## src/rtl/core/bpag_pkg.sv

```systemverilog
`default_nettype none

package bpag_pkg;

  // Default values of the top-level parameters
  localparam int MaxDimsDef    = 4;
  localparam int DimBitsDef    = 16;
  localparam int OffsetBitsDef = 32;

  // Fixed widths of the register file and the element counter
  localparam int CfgIdxW  = 3;
  localparam int CfgDataW = 64;
  localparam int RankW    = 3;
  localparam int ShapeW   = 64;
  localparam int CountW   = 32;

  // Register indexes of the configuration port
  typedef enum logic [CfgIdxW-1:0] {
    CFG_RANK_A    = 3'd0,
    CFG_RANK_B    = 3'd1,
    CFG_SHAPE_A   = 3'd2,
    CFG_SHAPE_B   = 3'd3,
    CFG_OUT_SHAPE = 3'd4,
    CFG_OUT_COUNT = 3'd5
  } cfg_idx_e;

  // Step command broadcast to every cell of the chain
  typedef struct packed {
    logic start;    // restart at element zero and latch fresh strides
    logic advance;  // step the odometer by one element
  } step_ctrl_t;

endpackage

`default_nettype wire

```

## src/rtl/core/bpag_cell.sv

```systemverilog
`default_nettype none

// One dimension of the broadcast walk. The cell computes its stride stage from
// the running product handed in by the cell below, holds its digit, and holds
// the inclusive prefix of stride*digit over itself and all inner cells.
module bpag_cell
  import bpag_pkg::*;
#(
  parameter int DIM_BITS    = DimBitsDef,
  parameter int OFFSET_BITS = OffsetBitsDef
) (
  input  wire logic                   clk_i,
  input  wire logic                   rst_ni,
  input  wire step_ctrl_t             ctrl_i,
  input  wire logic                   active_i,
  input  wire logic [DIM_BITS-1:0]    dim_a_i,
  input  wire logic [DIM_BITS-1:0]    dim_b_i,
  input  wire logic [DIM_BITS-1:0]    dim_o_i,
  input  wire logic [OFFSET_BITS-1:0] run_a_i,
  input  wire logic [OFFSET_BITS-1:0] run_b_i,
  output logic      [OFFSET_BITS-1:0] run_a_o,
  output logic      [OFFSET_BITS-1:0] run_b_o,
  input  wire logic                   carry_i,
  output logic                        carry_o,
  output logic                        sel_o,
  input  wire logic [OFFSET_BITS-1:0] prev_sum_a_i,
  input  wire logic [OFFSET_BITS-1:0] prev_sum_b_i,
  output logic      [OFFSET_BITS-1:0] sum_a_o,
  output logic      [OFFSET_BITS-1:0] sum_b_o,
  output logic      [OFFSET_BITS-1:0] delta_a_o,
  output logic      [OFFSET_BITS-1:0] delta_b_o,
  input  wire logic [OFFSET_BITS-1:0] delta_a_i,
  input  wire logic [OFFSET_BITS-1:0] delta_b_i
);

  logic [OFFSET_BITS-1:0]          prod_a, prod_b;
  logic                            match_a, match_b;
  logic [OFFSET_BITS-1:0]          run_a_d, run_a_q, run_b_d, run_b_q;
  logic [OFFSET_BITS-1:0]          pend_a_d, pend_a_q, pend_b_d, pend_b_q;
  logic [OFFSET_BITS-1:0]          stride_a_q, stride_b_q;
  logic [OFFSET_BITS-1:0]          sum_a_d, sum_a_q, sum_b_d, sum_b_q;
  logic [DIM_BITS-1:0]             digit_d, digit_q;
  logic [DIM_BITS:0]               digit_inc;
  logic                            can_inc, inc, wrap;

  // Stride stage: take the running product from the inner cell and pass it on
  assign match_a = active_i && (dim_a_i == dim_o_i);
  assign match_b = active_i && (dim_b_i == dim_o_i);
  assign prod_a  = run_a_i * OFFSET_BITS'(dim_a_i);
  assign prod_b  = run_b_i * OFFSET_BITS'(dim_b_i);

  always_comb begin
    pend_a_d = match_a ? run_a_i : '0;
    pend_b_d = match_b ? run_b_i : '0;
    run_a_d  = match_a ? prod_a : run_a_i;
    run_b_d  = match_b ? prod_b : run_b_i;
  end

  always_ff @(posedge clk_i or negedge rst_ni) begin
    if (!rst_ni) begin
      run_a_q  <= '0;
      run_b_q  <= '0;
      pend_a_q <= '0;
      pend_b_q <= '0;
    end else begin
      run_a_q  <= run_a_d;
      run_b_q  <= run_b_d;
      pend_a_q <= pend_a_d;
      pend_b_q <= pend_b_d;
    end
  end

  assign run_a_o = run_a_q;
  assign run_b_o = run_b_q;

  // Odometer digit: count up below the output size, else wrap and carry out
  assign digit_inc = {1'b0, digit_q} + {{DIM_BITS{1'b0}}, 1'b1};
  assign can_inc   = digit_inc < {1'b0, dim_o_i};
  assign inc       = carry_i && active_i && can_inc;
  assign wrap      = active_i && !can_inc;
  assign carry_o   = carry_i && wrap;
  assign sel_o     = carry_i && !wrap;

  // Offer this cell's offset change in case the carry stops here
  assign delta_a_o = (inc ? stride_a_q : '0) - prev_sum_a_i;
  assign delta_b_o = (inc ? stride_b_q : '0) - prev_sum_b_i;

  // Clear on start or when the carry passes through, else apply the chosen change
  always_comb begin
    digit_d = digit_q;
    sum_a_d = sum_a_q;
    sum_b_d = sum_b_q;
    if (ctrl_i.start) begin
      digit_d = '0;
      sum_a_d = '0;
      sum_b_d = '0;
    end else if (ctrl_i.advance) begin
      if (carry_o) begin
        digit_d = '0;
        sum_a_d = '0;
        sum_b_d = '0;
      end else begin
        sum_a_d = sum_a_q + delta_a_i;
        sum_b_d = sum_b_q + delta_b_i;
        if (inc) begin
          digit_d = digit_inc[DIM_BITS-1:0];
        end
      end
    end
  end

  always_ff @(posedge clk_i or negedge rst_ni) begin
    if (!rst_ni) begin
      digit_q    <= '0;
      sum_a_q    <= '0;
      sum_b_q    <= '0;
      stride_a_q <= '0;
      stride_b_q <= '0;
    end else begin
      digit_q <= digit_d;
      sum_a_q <= sum_a_d;
      sum_b_q <= sum_b_d;
      if (ctrl_i.start) begin
        stride_a_q <= pend_a_q;
        stride_b_q <= pend_b_q;
      end
    end
  end

  assign sum_a_o = sum_a_q;
  assign sum_b_o = sum_b_q;

endmodule

`default_nettype wire

```

## config.mk

```make
export PLATFORM = sky130hd
export DESIGN_NAME = bpag_cell
export DESIGN_NICKNAME = d
export VERILOG_FILES = /design/src/rtl/core/bpag_pkg.sv /design/src/rtl/core/bpag_cell.sv
export SDC_FILE = /design/constraint.sdc
export NUM_CORES = 2
export LEC_CHECK = 0
export BUFFER_PORTS_ARGS = -buffer_cell sky130_fd_sc_hd__buf_2
export CORE_ASPECT_RATIO = 1.5
export CORE_MARGIN = 2
export CORE_UTILIZATION = 56
export CTS_BUF_LIST = sky130_fd_sc_hd__clkbuf_4 sky130_fd_sc_hd__clkbuf_8 sky130_fd_sc_hd__clkbuf_16
export CTS_CLUSTER_DIAMETER = 50
export DETAILED_ROUTE_END_ITERATION = 10
export GPL_ROUTABILITY_DRIVEN = 0
export PLACE_DENSITY = 0.8
export SETUP_SLACK_MARGIN = 0.15
export SYNTH_ARGS = -nofsm -noshare
export SYNTH_HDL_FRONTEND = slang
export SYNTH_SLANG_ARGS = --single-unit
```

## constraint.sdc

```tcl
create_clock -name clk_i -period 5.2 [get_ports clk_i]
set_input_delay 0.26 -clock clk_i [delete_from_list [all_inputs] [get_ports clk_i]]
set_output_delay 0.26 -clock clk_i [all_outputs]
set_load 0.02 [all_outputs]
```

==> run_results.csv <==
group,metric,value,unit
status,status,"finished with violations",
status,violations,"negative setup slack",
logic_synthesis,yosys_most_used_dff,"dfrtp_1",
logic_synthesis,synthDistinctLibCells,80,
clocking,cts.reportedPaths.clkPinSlew,0.06,ns
sta,worstMarginPinSlew,1.23,ns
logic_synthesis,ys_async_sr_fraction,1.00,
worst_hold_path,min_path_type,"in2reg",
clocking,cts.sinks,272,
logic_synthesis,syn-instance-count,4528,
logic_synthesis,yosysWarningCount,0,
grt,grt_max_degree,117,
placement,preCtsSetupSlack,-1.23,ns
grt,grt_pass1_wl,208000,µm
logic_synthesis,synth_nets,5656,
sta,rsz0062_at_grt,"yes",
grt,grt_usage,0.362,
worst_hold_path,worstHoldStart,"delta_a_i[0]",
placement,dpl.hpwl,104000,µm
worst_setup_path,crit_path_start,"digit_q[5]$_DFFE_PN0P_",
routing,wirelength,138000,µm
worst_setup_path,timing.rr.start,"digit_q[5]$_DFFE_PN0P_",
die,die-area,74000,µm²
placement,port_buffers,439,
sta,fin_ws,-1.36,ns
logic_synthesis,synth-seq-cells,272,
sta,fin_worst_skew,0.0385,ns
worst_setup_path,cpPeakStageDelay,0.58,ns
clocking,clockBufferDepth,3,
cells_and_area,area_growth,30.8,%
flow_run,drv_cap,0,
routing,drt-initial-drc-count,3115,
grt,grt_pass1_vias,39500,
logic_synthesis,synth_edf_count,0,
grt,gr-total-overflow,0,
sta,relSlewSlack,0.180,
cells_and_area,fillers,4519,
routing,drc_errors,0,
clocking,root_buffer,"clkbuf_16",
sta,fin_crit,6.56,ns
sta,maxSlewViolCount,0,
clocking,cts_tree,"built",
die,die_h,332,µm
sta,setup_viol,77,
worst_setup_path,critical_path_required,4.94,ns
die,die_x,223,µm
logic_synthesis,avgSynthCellArea,8.87,µm²
logic_synthesis,netlist_area,40200,µm²
worst_setup_path,cp.arrival,6.30,ns
cells_and_area,nets,6589,
worst_setup_path,regToRegSetupSlack,1.19,ns
worst_setup_path,end_kind,"output pin",
routing,post_drt_wl_per_cell,21.6,µm
worst_setup_path,slowest_stage,"or4_4",
worst_setup_path,crit_fanout,6,
die,io_pins,440,
die,start_util,0.565,
routing,vias,37100,
worst_setup_path,critical_path_class,"reg2out",
grt,antenna_found_initial,19,
sta,fin_crit_sh,1.26,
logic_synthesis,yosysSeqAreaShare,0.169,
worst_setup_path,cp-start-kind,"register",
die,num_rows,120,
die,coreArea,71200,µm²
clocking,numCtsBuffers,38,
clocking,htreeDepth,2,
clocking,clock_insertion_delay_worst_skew,0.60,ns
sta,hold_viol,0,
sta,clock.fmax,152,MHz
routing,drt_first_pass_iters,6,
routing,drtAntennaViolNets,0,
cells_and_area,drive_above_1_share,0.298,
routing,drt-vias-per-instance,5.78,
sta,setup_tns,-48.71,ns
## cell usage after synthesis (4+ instances only)
library cell	n	area share
a211o_1	7	0.0015
ha_1	270	0.084
and2_1	424	0.066
nand4b_1	5	0.0011
a21oi_1	143	0.018
or3_1	10	0.0016
nand2b_1	18	0.0028
nor4_1	8	0.0012
mux2_2	66	0.018
buf_2	4	0.00050
or2_2	8	0.0012
nor2b_1	25	0.0039
o2111ai_1	5	0.0011
nand2_1	699	0.065
a31oi_1	16	0.0025
nor2_1	104	0.0097
a211oi_1	12	0.0022
o21ai_0	157	0.020
o21ai_1	11	0.0014
o21a_1	41	0.0077
a21boi_0	6	0.0011
nor3b_1	5	0.00093
nor3_1	41	0.0051
clkbuf_1	186	0.017
o31ai_2	5	0.0016
o31ai_1	13	0.0024
a32o_1	6	0.0015
o211ai_1	10	0.0019
xor2_1	85	0.019
a21o_1	72	0.013
a22o_1	23	0.0050
nand3b_1	4	0.00075
xnor2_1	161	0.035
a2111oi_0	5	0.0011
nand3_1	36	0.0045
o21bai_1	29	0.0054
inv_1	810	0.076
fa_1	612	0.30
and3_1	15	0.0023
o22ai_1	7	0.0011
dfrtp_1	272	0.17
or4_1	7	0.0013
nand4_1	18	0.0028
o31a_1	6	0.0013
## per-layer routing
metal  global-route usage  vias up  wire [µm]
li1                     -    16000          -
met1                0.398    18100      46100
met2                0.617     2178      66600
met3               0.0983      797      14600
met4                0.233       22      11000
met5                    0        -        131
## state kept, by name, summed over array words and instances (netlist names)
signal      count
run_b_o        32
pend_b_q       32
run_a_o        32
stride_b_q     32
stride_a_q     32
digit_q        16
sum_a_o        32
pend_a_q       32
sum_b_o        32
## kinds of logic (layout without fill, tap and decap cells)
| logic type | after synthesis | count (layout) | share of synthesized area |
|---|---|---|---|
| compound gates | 619 | 619 | 0.102 |
| xor+xnor | 246 | 246 | 0.0536 |
| fa+ha+maj | 882 | 882 | 0.389 |
| buf+inv | 1002 | 1963 | 0.0937 |
| flops | 272 | 272 | 0.169 |
| mux | 69 | 69 | 0.0192 |
| other cells | 0 | 8 | 0 |
| simple gates | 1438 | 1438 | 0.173 |
## worst paths after layout
check | to | cells past startpoint
max | delta_b_o[30] | 26
min | sum_a_o[0]$_DFFE_PN0P_ | 3
max reg2reg | sum_a_o[24]$_DFFE_PN0P_ | 15
min reg2reg | stride_a_q[31]$_DFFE_PN0P_ | 2
max in group asynchronous | digit_q[1]$_DFFE_PN0P_ | 3
min in group asynchronous | sum_a_o[1]$_DFFE_PN0P_ | 2
## area by class of cell
type | count | area, µm² | area share
diodes | 8 | 20.0 | 0.000381
clock buffers | 41 | 980 | 0.0186
clock inverters | 27 | 330 | 0.00629
inverters | 810 | 3040 | 0.0579
multi-input cells | 3254 | 31900 | 0.608
flip-flops and latches | 272 | 6810 | 0.130
well taps | 915 | 1140 | 0.0218
repair buffers | 1085 | 8290 | 0.158
## stage by stage
stage               std cells  instance area (µm²)   util  hold WS [ns]
floorplan                4528                41400      -       -0.0356
global placement         6241                48000  0.675         0.423
detailed placement       6241                48000  0.675         0.427
CTS                      6356                50900  0.715       0.00311
global route             6408                52500  0.738        0.0373
finish                   6412                52500  0.738        0.0431
## layout by cell type, fill, tap and decap left out, types with 41 or more instances in the layout
cell     synthesis  final
nand2_1        699    677
o21ai_0        157    108
dfrtp_1        272    272
a21oi_1        143     98
a21o_1          72     71
ha_1           270    227
nor2_1         104     86
inv_1          810    774
o21a_1          41     41
buf_2            4    325
and2_1         424    369
mux2_2          66     65
and2_4           0     55
buf_6            0    106
xnor2_1        161    120
buf_4            0    594
fa_1           612    582
xor2_1          85     71
## worst max-delay path: cells and delay by family (launching register included)
kind | cells | cell delay (ns)
fa+ha+maj | 2 | 0.58
simple gates | 8 | 2.16
compound gates | 10 | 1.70
buf+inv | 5 | 0.73
flops | 1 | 0.35
xor+xnor | 1 | 0.20
## timing repair
item                                    in CTS  in global routing
setup buffers                               35                 47
hold endpoints to repair                   122                  1
endpoints found under the setup margin      91                 94
pin swaps                                  163                216
gates resized for setup                    309                319
hold buffers                                 7                  1
cloned                                       5                  1
Power is left out: the tool's default activity adds up to more than one toggle a clock period on the data nets, which glitch-free logic cannot reach.
